### src/tgc_pkg.sv
// shared constants, types and store request bundle for the triangle counter
// no dependencies; used by every module of the block by scoped names
package tgc_pkg;

  // largest graph the stores hold
  localparam int MAX_NODES = 64;

  // derived widths
  localparam int IDX_W = $clog2(MAX_NODES);
  localparam int CNT_W = $clog2(MAX_NODES + 1);
  localparam int TRACE_W = $clog2(MAX_NODES * MAX_NODES * MAX_NODES + 1);

  // popcount split into byte-sized chunks
  localparam int CHUNK_W = 8;
  localparam int CHUNKS = (MAX_NODES + CHUNK_W - 1) / CHUNK_W;
  localparam int PAD_W = CHUNKS * CHUNK_W;
  localparam int CHUNK_CNT_W = $clog2(CHUNK_W + 1);

  // divide by six as a multiply by a rounded-up reciprocal and a shift
  localparam int DIVISOR = 6;
  localparam int DIV_SHIFT = TRACE_W + 3;
  localparam int RECIP_W = TRACE_W + 1;
  localparam longint DIV_RECIP = ((longint'(1) << DIV_SHIFT) + DIVISOR - 1) / DIVISOR;

  // port field widths
  localparam int NODE_W = 7;
  localparam int FIELD_IDX_W = 6;
  localparam int COUNT_W = 16;
  localparam logic [COUNT_W-1:0] COUNT_MAX = '1;
  localparam logic [NODE_W-1:0] NODE_COUNT_RESET = 7'd64;

  // configuration port
  localparam int ADDR_W = 2;
  localparam int DATA_W = 32;
  localparam int REG_NODE_COUNT = 0;

  typedef logic [MAX_NODES-1:0] word_t;

  // one cycle of accesses to a bit store
  typedef struct packed {
    logic             wr_en;
    logic [IDX_W-1:0] wr_addr;
    word_t            wr_data;
    logic [IDX_W-1:0] rd_addr;
    logic             clear;
  } store_req_t;

endpackage

### src/tgc_div6.sv
// reciprocal-multiply divider by six with saturation to the result width
// depends on tgc_pkg; product registered on start, done pulses in the following cycle
module tgc_div6 (
  input  logic                           clk,
  input  logic                           rst,
  input  logic                           start,
  input  logic [tgc_pkg::TRACE_W-1:0]    dividend,
  output logic                           done,
  output logic [tgc_pkg::COUNT_W-1:0]    quotient
);

  localparam int TRACE_W = tgc_pkg::TRACE_W;
  localparam int RECIP_W = tgc_pkg::RECIP_W;
  localparam int PROD_W = TRACE_W + RECIP_W;
  localparam int DIV_SHIFT = tgc_pkg::DIV_SHIFT;
  localparam int COUNT_W = tgc_pkg::COUNT_W;

  logic [PROD_W-1:0]  prod;
  logic [TRACE_W-1:0] quo;

  // x/6 as x*ceil(2^s/6) >> s, exact over the whole dividend range
  always_ff @(posedge clk) begin
    if (rst) begin
      done <= 1'b0;
    end else begin
      done <= start;
    end
    if (start) begin
      prod <= PROD_W'(dividend) * PROD_W'(tgc_pkg::DIV_RECIP);
    end
  end

  assign quo = TRACE_W'(prod >> DIV_SHIFT);

  // saturate to the output width
  assign quotient = (32'(quo) > 32'(tgc_pkg::COUNT_MAX)) ? tgc_pkg::COUNT_MAX
                                                         : COUNT_W'(quo);

endmodule

### config.mk
export PLATFORM = sky130hd
export DESIGN_NAME = tgc_div6
export DESIGN_NICKNAME = d
export VERILOG_FILES = /design/src/tgc_pkg.sv /design/src/tgc_div6.sv
export SDC_FILE = /design/constraint.sdc
export NUM_CORES = 1
export LEC_CHECK = 0
export CAP_MARGIN = 20
export CORE_MARGIN = 2
export CORE_UTILIZATION = 40
export CTS_CLUSTER_SIZE = 10
export DETAILED_ROUTE_END_ITERATION = 10
export DONT_BUFFER_PORTS = 1
export PLACE_DENSITY = 0.54
export SYNTH_ARGS = -nofsm -noshare
export SYNTH_HDL_FRONTEND = slang
export SYNTH_SLANG_ARGS = --single-unit
### constraint.sdc
create_clock -name clk -period 6.1 [get_ports clk]
set_input_delay 0.305 -clock clk [delete_from_list [all_inputs] [get_ports clk]]
set_output_delay 0.305 -clock clk [all_outputs]
set_load 0.02 [all_outputs]
**After elaboration in Yosys (flattened, before gate mapping)**

Index checks and enable logic that the tools add are counted.

- Multiply operators: 1
- Order comparisons: 1
- Muxes and demuxes: 1

Operators with widths:

| kind | count |
|---|---|
| 19-bit by 20-bit multiplier with 39-bit output (second input constant) | 1 |
| 17-bit by 16-bit greater-than comparator with 1-bit output (second input constant) | 1 |
| 16-bit 2-to-1 mux | 1 |

- Bits in registers: 40
- Input bits: 22
- Output and inout port bits: 17
- Word-level logic and storage cells: 5

**Logic depth before layout (Yosys ltp)**

- Depth after elaboration: 2
- Gate-level depth with buffers: 19

**Least setup slack after synthesis**

OpenSTA, ideal clock, no wires.

- Kind: input to register
- From: input port dividend[13] in the netlist's numbering
- To: register prod[35] (data pin)
- Library setup time: 0.259 ns
- Arrival time: 5.321 ns
- Required time: 5.841 ns
- Path slack: 0.519 ns
- Stages on the path: 19
- Path buffers: 0
- Cells stage by stage: ha_1 -> fa_1 -> inv_1 -> fa_1 -> inv_1 -> fa_1 -> inv_1 -> fa_1 -> fa_1 -> inv_1 -> ha_1 -> a21oi_1 -> o21ai_2 -> nor3_1 -> nor2_1 -> nand4_1 -> o31ai_1 -> a21oi_1 -> xnor2_1

- Longest elaborated chain between the ends: 1

Ends and longest elaborated chain:

| element | line | source |
|---|---|---|
| start, declared | tgc_div6.sv:7 | `input logic [tgc_pkg::TRACE_W-1:0] dividend,` |
| 19-bit by 20-bit multiplier with 39-bit output | tgc_div6.sv:29 | `prod <= PROD_W'(dividend) * PROD_W'(tgc_pkg::DIV_RECIP);` |
| end signal, assigned | tgc_div6.sv:29 |  |
| end, declared | tgc_div6.sv:18 | `logic [PROD_W-1:0] prod;` |

No other way between the ends.
A chain may end at the register's enable or synchronous reset.

**Final worst setup path**

- From: input port dividend[4] in the netlist's numbering
- To: register prod[35] (data pin)

Same word-level chain as after synthesis.

==> reports/results.ini <==
[status]
status=finished, final reports clean

[logic_synthesis]
synth_area_um2=6030
synth_top_area_frac=0.342
synth_warnings=0
synth_cell_type_count=48
async_flop_share=0
synth_edf_count=17
synthTopCellsByArea=fa_1, ha_1, inv_1, edfxtp_1, a21oi_1
synth_top_cell_by_area=fa_1
ys_ff_latch=18
ys.flop_type=edfxtp_1
ys_seq_area_frac=0.0880
synth_cells=600
syn_nets=855
syn_avg_cell_area_um2=10.0

[clocking]
clkSlewWorstSetupHoldPaths_ns=0.05
clk_root_buffer_cell=clkbuf_16
cts.sinks=18
cts_tree=done
hold_buffers=0
cts_resized=0
h-tree-depth=1
clockBufferDepth=2
cts_buffers=3
cts_setup_buffers=0

[cells_and_area]
final_common_cell=inv_1
fillers=1444
mostFrequentLayoutCells=inv_1, ha_1, fa_1
antennaDiodeCount=0
finalNetCount=867
layout.cell_area.non_filler_um2=6390
final_core_util=0.437
final_cells=795
syn_to_final_growth_pct=6.06
drive_above_1_share=0.0638

[timing]
hold_violations=0
rsz0062_at_grt=false
clock.fmax_ghz=0.174
finalMaxSlewViolations=0
relSlewSlack=0.669
min_period_ns=5.75
tightestPinTransition_ns=0.497
min_period_over_period=0.942
setup_tns_ns=0
setup_viol=0

[worst_setup_path]
worstPathRequired_ns=6.10
cp_max_fo=6
cp-start-kind=input port
criticalPathCategory=input port to register
worst_ep_arrival_time_ns=5.75
cp-end-kind=register

[floorplanning]
die_area_um2=16100
core_area_um2=14600
pin_count=39
rows=44
die_w_um=127
initial_core_util=0.412
die_h_um=127

[routing]
drc=0
ant_nets=0
vias=3930
vias_per_cell=4.94
routed_wl_um=12100
drt_iter0_drc=130
drt_first_pass_iters=5
wl_per_cell_um=15.2

[placement]
numPlacedInstances=791
portBuffers=0
place_area_um2=6310
dpl.hpwl_um=11300
place_congestion=0.870

[global_routing]
gr-total-overflow=0
grt_pass1_vias=4321
grt.total_usage=0.160
grt_pass1_wl_um=20700
antenna_found_initial=0
grt_max_degree=19

[min_path]
hp-class=input port to register
hold_depth=1

[flow_run]
cap_viol_max_count=0

-- worst max-delay path, stage by stage --
cell and delay (ns):
ha_1 0.30, inv_1 0.15, fa_1 0.51, fa_1 0.55, fa_1 0.57, inv_1 0.06
fa_1 0.54, inv_1 0.06, fa_1 0.53, inv_1 0.04, ha_1 0.36, and4_1 0.27
and4_2 0.28, nand4_2 0.16, nand4_4 0.19, nand4_1 0.15, o31ai_1 0.43, a21oi_1 0.15
xnor2_1 0.14
-- metrics by stage --
stage,setup slack (ns),hold WS (ns)
2_1_floorplan,0.519,0.377
3_3_place_gp,0.206,0.377
3_5_place_dp,0.125,0.379
4_1_cts,0.377,0.112
5_1_grt,0.107,0.115
6_report,0.353,0.119
-- registers in the layout, summed over array words and instances (netlist names) --
register  cells
prod         17
done          1
-- final timing paths --
path | from | end | slack (ns)
worst max-delay path | dividend[4] | prod[35] | 0.35
worst min-delay path | rst | done | 0.12
-- final cells by class --
cell class / count / area, um2 / area share
Timing Repair Buffer: 8 / 60.1 / 0.00940
Multi-Input combinational cell: 382 / 4750 / 0.742
Inverter: 199 / 747 / 0.117
Sequential cell: 18 / 531 / 0.0830
Tap cell: 184 / 230 / 0.0360
Clock buffer: 4 / 78.8 / 0.0123
-- cell usage after synthesis (all sizes together), types with 3 or more instances --
| master | count |
|---|---|
| nand3 | 7 |
| nand4 | 9 |
| o21ai | 5 |
| xor2 | 6 |
| nand2 | 10 |
| o211ai | 4 |
| ha | 130 |
| nor2b | 3 |
| a21o | 15 |
| a21oi | 26 |
| edfxtp | 17 |
| fa | 103 |
| or2 | 16 |
| nor2 | 6 |
| and4 | 3 |
| inv | 199 |
| xnor2 | 12 |
-- kinds of logic after synthesis --
| logic type | Yosys count | synth area share |
|---|---|---|
| compound gates | 70 | 0.0884 |
| xor+xnor | 18 | 0.0262 |
| fa+ha+maj | 233 | 0.612 |
| buf+inv | 200 | 0.125 |
| flops | 18 | 0.0880 |
| simple gates | 61 | 0.0608 |
-- per-layer routing --
metal  vias up  wire (um)  global-route usage
met1      1948       5570               0.215
li1       1910          -                   -
met4         0        159              0.0246
met2        59       6000               0.285
met3        13        352              0.0198
met5         -          0                   0
Power is not shown: default switching activity piles up to over one toggle a cycle in this logic, so the estimate is an artifact.
