--- src/tgc_pkg.sv ---
// shared constants, types and store request bundle for the triangle counter
// no dependencies; used by every module of the block by scoped names
package tgc_pkg;

  // largest graph the stores hold
  localparam int MAX_NODES = 64;

  // derived widths
  localparam int IDX_W = $clog2(MAX_NODES);
  localparam int CNT_W = $clog2(MAX_NODES + 1);
  localparam int TRACE_W = $clog2(MAX_NODES * MAX_NODES * MAX_NODES + 1);

  // popcount split into byte-sized chunks
  localparam int CHUNK_W = 8;
  localparam int CHUNKS = (MAX_NODES + CHUNK_W - 1) / CHUNK_W;
  localparam int PAD_W = CHUNKS * CHUNK_W;
  localparam int CHUNK_CNT_W = $clog2(CHUNK_W + 1);

  // divide by six as a multiply by a rounded-up reciprocal and a shift
  localparam int DIVISOR = 6;
  localparam int DIV_SHIFT = TRACE_W + 3;
  localparam int RECIP_W = TRACE_W + 1;
  localparam longint DIV_RECIP = ((longint'(1) << DIV_SHIFT) + DIVISOR - 1) / DIVISOR;

  // port field widths
  localparam int NODE_W = 7;
  localparam int FIELD_IDX_W = 6;
  localparam int COUNT_W = 16;
  localparam logic [COUNT_W-1:0] COUNT_MAX = '1;
  localparam logic [NODE_W-1:0] NODE_COUNT_RESET = 7'd64;

  // configuration port
  localparam int ADDR_W = 2;
  localparam int DATA_W = 32;
  localparam int REG_NODE_COUNT = 0;

  typedef logic [MAX_NODES-1:0] word_t;

  // one cycle of accesses to a bit store
  typedef struct packed {
    logic             wr_en;
    logic [IDX_W-1:0] wr_addr;
    word_t            wr_data;
    logic [IDX_W-1:0] rd_addr;
    logic             clear;
  } store_req_t;

endpackage

--- src/tgc_tally.sv ---
// shared popcount and accumulate unit: counts ones of row AND column words
// depends on tgc_pkg; three register stages from word in to running sum
module tgc_tally (
  input  logic                           clk,
  input  logic                           rst,
  input  logic                           clear,
  input  logic                           take,
  input  tgc_pkg::word_t                 row_word,
  input  tgc_pkg::word_t                 col_word,
  output logic [tgc_pkg::TRACE_W-1:0]    acc
);

  localparam int CHUNKS = tgc_pkg::CHUNKS;
  localparam int CHUNK_W = tgc_pkg::CHUNK_W;
  localparam int PAD_W = tgc_pkg::PAD_W;
  localparam int CHUNK_CNT_W = tgc_pkg::CHUNK_CNT_W;
  localparam int CNT_W = tgc_pkg::CNT_W;
  localparam int TRACE_W = tgc_pkg::TRACE_W;

  logic [PAD_W-1:0]       both;
  logic [CHUNK_CNT_W-1:0] chunk_cnt [CHUNKS];
  logic [CHUNK_CNT_W-1:0] p1_cnt [CHUNKS];
  logic                   p1_valid;
  logic [CNT_W-1:0]       chunk_sum;
  logic [CNT_W-1:0]       p2_sum;
  logic                   p2_valid;

  // per-byte ones count
  always_comb begin
    both = PAD_W'(row_word & col_word);
    for (int k = 0; k < CHUNKS; k++) begin
      chunk_cnt[k] = '0;
      for (int b = 0; b < CHUNK_W; b++) begin
        chunk_cnt[k] = chunk_cnt[k] + CHUNK_CNT_W'(both[k*CHUNK_W + b]);
      end
    end
  end

  // sum of the byte counts
  always_comb begin
    chunk_sum = '0;
    for (int k = 0; k < CHUNKS; k++) begin
      chunk_sum = chunk_sum + CNT_W'(p1_cnt[k]);
    end
  end

  // stage registers
  always_ff @(posedge clk) begin
    p1_cnt <= chunk_cnt;
    p2_sum <= chunk_sum;
  end

  // valid chain and running sum
  always_ff @(posedge clk) begin
    if (rst || clear) begin
      p1_valid <= 1'b0;
      p2_valid <= 1'b0;
      acc      <= '0;
    end else begin
      p1_valid <= take;
      p2_valid <= p1_valid;
      if (p2_valid) begin
        acc <= acc + TRACE_W'(p2_sum);
      end
    end
  end

endmodule

--- config.mk ---
export PLATFORM = sky130hd
export DESIGN_NAME = tgc_tally
export DESIGN_NICKNAME = d
export VERILOG_FILES = /design/src/tgc_pkg.sv /design/src/tgc_tally.sv
export SDC_FILE = /design/constraint.sdc
export NUM_CORES = 1
export LEC_CHECK = 0
export BUFFER_PORTS_ARGS = -buffer_cell sky130_fd_sc_hd__buf_4
export CORE_UTILIZATION = 51
export CTS_CLUSTER_SIZE = 10
export DETAILED_ROUTE_END_ITERATION = 10
export PLACE_DENSITY = 0.79
export SLEW_MARGIN = 0
export SYNTH_ARGS = -nofsm -noshare
export SYNTH_HDL_FRONTEND = slang
export SYNTH_SLANG_ARGS = --single-unit
--- constraint.sdc ---
create_clock -name clk -period 4.25 [get_ports clk]
set_input_delay 0.2125 -clock clk [delete_from_list [all_inputs] [get_ports clk]]
set_output_delay 0.2125 -clock clk [all_outputs]
set_load 0.02 [all_outputs]
======== After elaboration in Yosys (flattened, before gate mapping) ========
Cells that the tools add are included.
word-level totals
  bits in registers ....................... 60
  input bits .............................. 132
operators by class
  reduce and logical (&&, ||, !) cells .... 1
  bitwise gates (word level) .............. 1
  add/sub/neg operators ................... 64
operators with widths
  kind                                      number
  4-bit by 1-bit adder with 4-bit output    32
  64-bit bitwise AND                        1
  3-bit by 1-bit adder with 4-bit output    8
  7-bit by 4-bit adder with 7-bit output    4
  2-bit by 1-bit adder with 3-bit output    8
  19-bit by 7-bit adder with 19-bit output  1
  1-bit by 1-bit adder with 2-bit output    8
  6-bit by 4-bit adder with 7-bit output    1
  5-bit by 4-bit adder with 6-bit output    1
  4-bit by 4-bit adder with 5-bit output    1
  1-bit logical OR                          1

======== Logic depth before layout (Yosys ltp) ========
  word-level depth ........................ 8
  gate-level depth with buffers ........... 12
  mapped depth without buffers ............ 12

======== Worst setup path before layout ========
OpenSTA, ideal clock, no wires.
  kind .................................... register -> register
  start point ............................. register p1_cnt[2] (netlist name)
  end point ............................... register p2_sum[6]
  arrival ................................. 3,472 ps
  clock period less this slack ............ 3,586 ps
  stages on the path, launching flop included .. 13
  path slack .............................. 664 ps
  cell sequence ........................... dfxtp_1 -> inv_1 -> fa_1 -> inv_1 -> fa_1 -> fa_1 -> inv_1 -> fa_1 -> inv_1 -> ha_1 -> fa_1 -> a21o_1 -> a21o_1
on the way
  word-level cells in the longest chain between the ends .. 1
RTL lines
  what                                    RTL line         RTL
  start, declared                         tgc_tally.sv:22  logic [CHUNK_CNT_W-1:0] p1_cnt [CHUNKS];
  start signal, assigned                  tgc_tally.sv:49  p1_cnt <= chunk_cnt;
  7-bit by 4-bit adder with 7-bit output  tgc_tally.sv:43  chunk_sum = chunk_sum + CNT_W'(p1_cnt[k]);
  via chunk_sum[6]                        tgc_tally.sv:24  logic [CNT_W-1:0] chunk_sum;
  end signal, assigned                    tgc_tally.sv:50  p2_sum <= chunk_sum;
  end, declared                           tgc_tally.sv:25  logic [CNT_W-1:0] p2_sum;
The timed path passes the listed nets, and every way through them passes these cells.
A chain may end at the register's enable or synchronous reset.

======== Worst setup path in the final report ========
Same ends and word-level chain as after synthesis.

==> flow_metrics.tcl <==
set metrics [dict create \
    synth_cells 439 \
    synth_cell_type_count 31 \
    syn_to_final_growth_pct 34.1 \
    cts.clk_slew.worst_paths_ns 0.07 \
    root_buffer "clkbuf_8" \
    ant_nets 0 \
    htreeDepth 3 \
    yosysMostFrequentCell "inv_1" \
    hold_viol 0 \
    crit_chain "inv_1, fa_1, inv_1, fa_1, fa_1, inv_1, fa_1, inv_1, ha_1, fa_1, a21o_1, a21o_1" \
    wire_per_inst_um 11.4 \
    antenna_found_initial 0 \
    synth_nets 665 \
    slew_headroom_pct 61.6 \
    routed_via_density 4.73 \
    period_share_pct 86.4 \
    first_iter_violations 40 \
    drc 0 \
    synth_largest_area_cell "dfxtp_1" \
    worst_slew_pin_slew_ns 0.575 \
    clk_latency_ns 0.34 \
    grt_start_max_net_pins 19 \
    drt_wl_total_mm 8.04 \
    yosys.area_share.xor_xnor_pct 4.90 \
    crit_fanout 2 \
    synthMuxAreaShare_pct 1.17 \
    cts-hold-fix-buffers 0 \
    io_buffers 150 \
    start_kind "flip-flop" \
    core_mm2 0.00818 \
    vias 3344 \
    place_congestion 0.835 \
    rsz0062_at_grt "false" \
    cts_num_sinks 60 \
    cts_tree "built" \
    grt.total_usage_pct 20.4 \
    cts_setup_buffers 0 \
    skew_ns 0.00984 \
    path_common_cell "fa_1" \
    ys_top_cells_by_area "dfxtp_1 28%, fa_1 26%, ha_1 11%" \
    grt_pass1_wl_mm 14.0 \
    crit_type "flip-flop to flip-flop" \
    utilization_pct 70.4 \
    grt_pass1_vias 3532 \
    drv_slew 0 \
    synth_common_cells "93 x inv_1, 60 x dfxtp_1, 56 x fa_1, 43 x nand2_1, 38 x ha_1" \
    rows 33 \
    synth_fa_ha_area_share_pct 37.2 \
    fmax_ghz 0.272 \
    die_w_um 93.7 \
    ir_drop_mv 0.454 \
    power_density_mw_per_mm2 506 \
    ios 151 \
    synth_simple_gate_area_share_pct 13.5 \
    cts_buffers 9 \
    dpl.hpwl_mm 6.98 \
    worst_path_largest_cell_delay_ns 0.54 \
    maxCapViolCount 0 \
    clk_path_buf_depth 2 \
    setup_violations 0 \
    hold_path.class "input port to flip-flop" \
    drtPass1Iterations 4 \
    crit_required_ns 4.49 \
    drive_gt1_share_pct 27.7 \
    synth-compound-area-share_pct 6.77 \
    die_y_um 93.7 \
    syn_area_mm2 0.00429 \
    p_leak_nw 2.87 \
    synth_top_family_by_area "adder cells" \
    cts_resized 0 \
    outcome "complete, no violations" \
    place_inst 691 \
    period_minus_slack_ns 3.67 \
    fin_cells 707 \
    seq_area_frac_synth_pct 28.0 \
    avgSynthCellArea_um2 9.77 \
    worstSetupEndpointType "flip-flop" \
    cp_slowest_cell "fa_1" \
    nets 823 \
    synth_top_area_share_pct 28.0 \
    synth_edf_count 0 \
    n_antenna_cell 0 \
    die_area_mm2 0.00878 \
    place_ws_ns 0.559 \
    start_util_pct 52.4 \
    ys.warnings.count 0 \
    async_flop_share_pct 0 \
    synthFlopType "dfxtp_1" \
    worstPathArrival_ns 3.91 \
    yosys_register_bits 60 \
    finalWorstSetupSlack_ns 0.579 \
    grt_overflow 0 \
    setup_tns_ns 0 \
]
-- through the flow --
step	area [um^2]	total power, mW	hold slack (ns)
3_5_place_dp	5530	2.38	0.420
3_3_place_gp	5530	2.29	0.417
2_1_floorplan	4290	1.97	0.334
6_report	5750	2.91	0.0632
5_1_grt	5750	3.27	0.0584
4_1_cts	5750	2.96	0.0619
-- cell type report --
class / count / area [um^2]
Sequential cell: 60 / 1200
Inverter: 93 / 349
Tap cell: 105 / 131
Fill cell: 613 / 2420
Multi-Input combinational cell: 283 / 2730
Timing Repair Buffer: 150 / 1130
Clock inverter: 4 / 72.6
Clock buffer: 12 / 145
-- report_power, final --
group	total, mW	switching [mW]	internal, mW
clock	0.563	0.218	0.345
combinational	1.59	0.849	0.740
sequential	0.755	0.0404	0.714
-- registers in the layout, indices dropped and copies added (netlist names) --
signal / count
p1_valid: 1
acc: 19
p1_cnt: 32
p2_valid: 1
p2_sum: 7
-- layout by cell type, fill, tap and decap left out, drive strengths merged, types with 2 or more instances in the layout --
master   Yosys  layout
mux2i        5       5
o21a         4       4
xnor2       18      18
clkbuf       2      12
buf          1     150
or3          2       2
inv         93      93
nand2b       2       2
nor2b        8       8
dfxtp       60      60
a21oi       19      19
fa          56      56
a21o         4       4
xor2         6       6
nand3        5       5
a211oi       9       9
o2111ai      2       2
and2        34      34
ha          38      38
bufinv       0       2
nand2       43      43
nor2        18      18
and4         2       2
-- kinds of logic (layout without fill, tap and decap cells) --
family                   count (synthesis)  after routing
multiplexers                             5              5
AO/OA/AOI/OAI                           44             44
XOR/XNOR                                24             24
adder cells (fa/ha/maj)                 94             94
AND/OR/NAND/NOR                        116            116
buffers and inverters                   96            259
flip-flops                              60             60
-- critical path: cells and delay by family (launching register included) --
family                   cells  cell delay, ns
AO/OA/AOI/OAI                2            0.36
adder cells (fa/ha/maj)      6            2.71
flip-flops                   1            0.30
buffers and inverters        4            0.19
-- final timing paths --
path | startpoint | slack [ns] | endpoint | cells past startpoint
worst max-delay path | p1_cnt[2]$_DFF_P_ | 0.58 | p2_sum[6]$_DFF_P_ | 12
worst min-delay path | take | 0.06 | p1_valid$_SDFF_PP0_ | 2
worst max register to register | p1_cnt[2]$_DFF_P_ | 0.58 | p2_sum[6]$_DFF_P_ | 12
worst min register to register | p1_valid$_SDFF_PP0_ | 0.44 | p2_valid$_SDFF_PP0_ | 1
-- routing by layer --
layer	GRT usage, %	part of all wire, %	vias to the layer above
met5	0	0	-
li1	-	-	1666
met3	3.96	4.4	18
met1	21.0	37	1567
met2	40.2	56	93
met4	7.69	2.2	0
(Power assumes the default switching activity.)
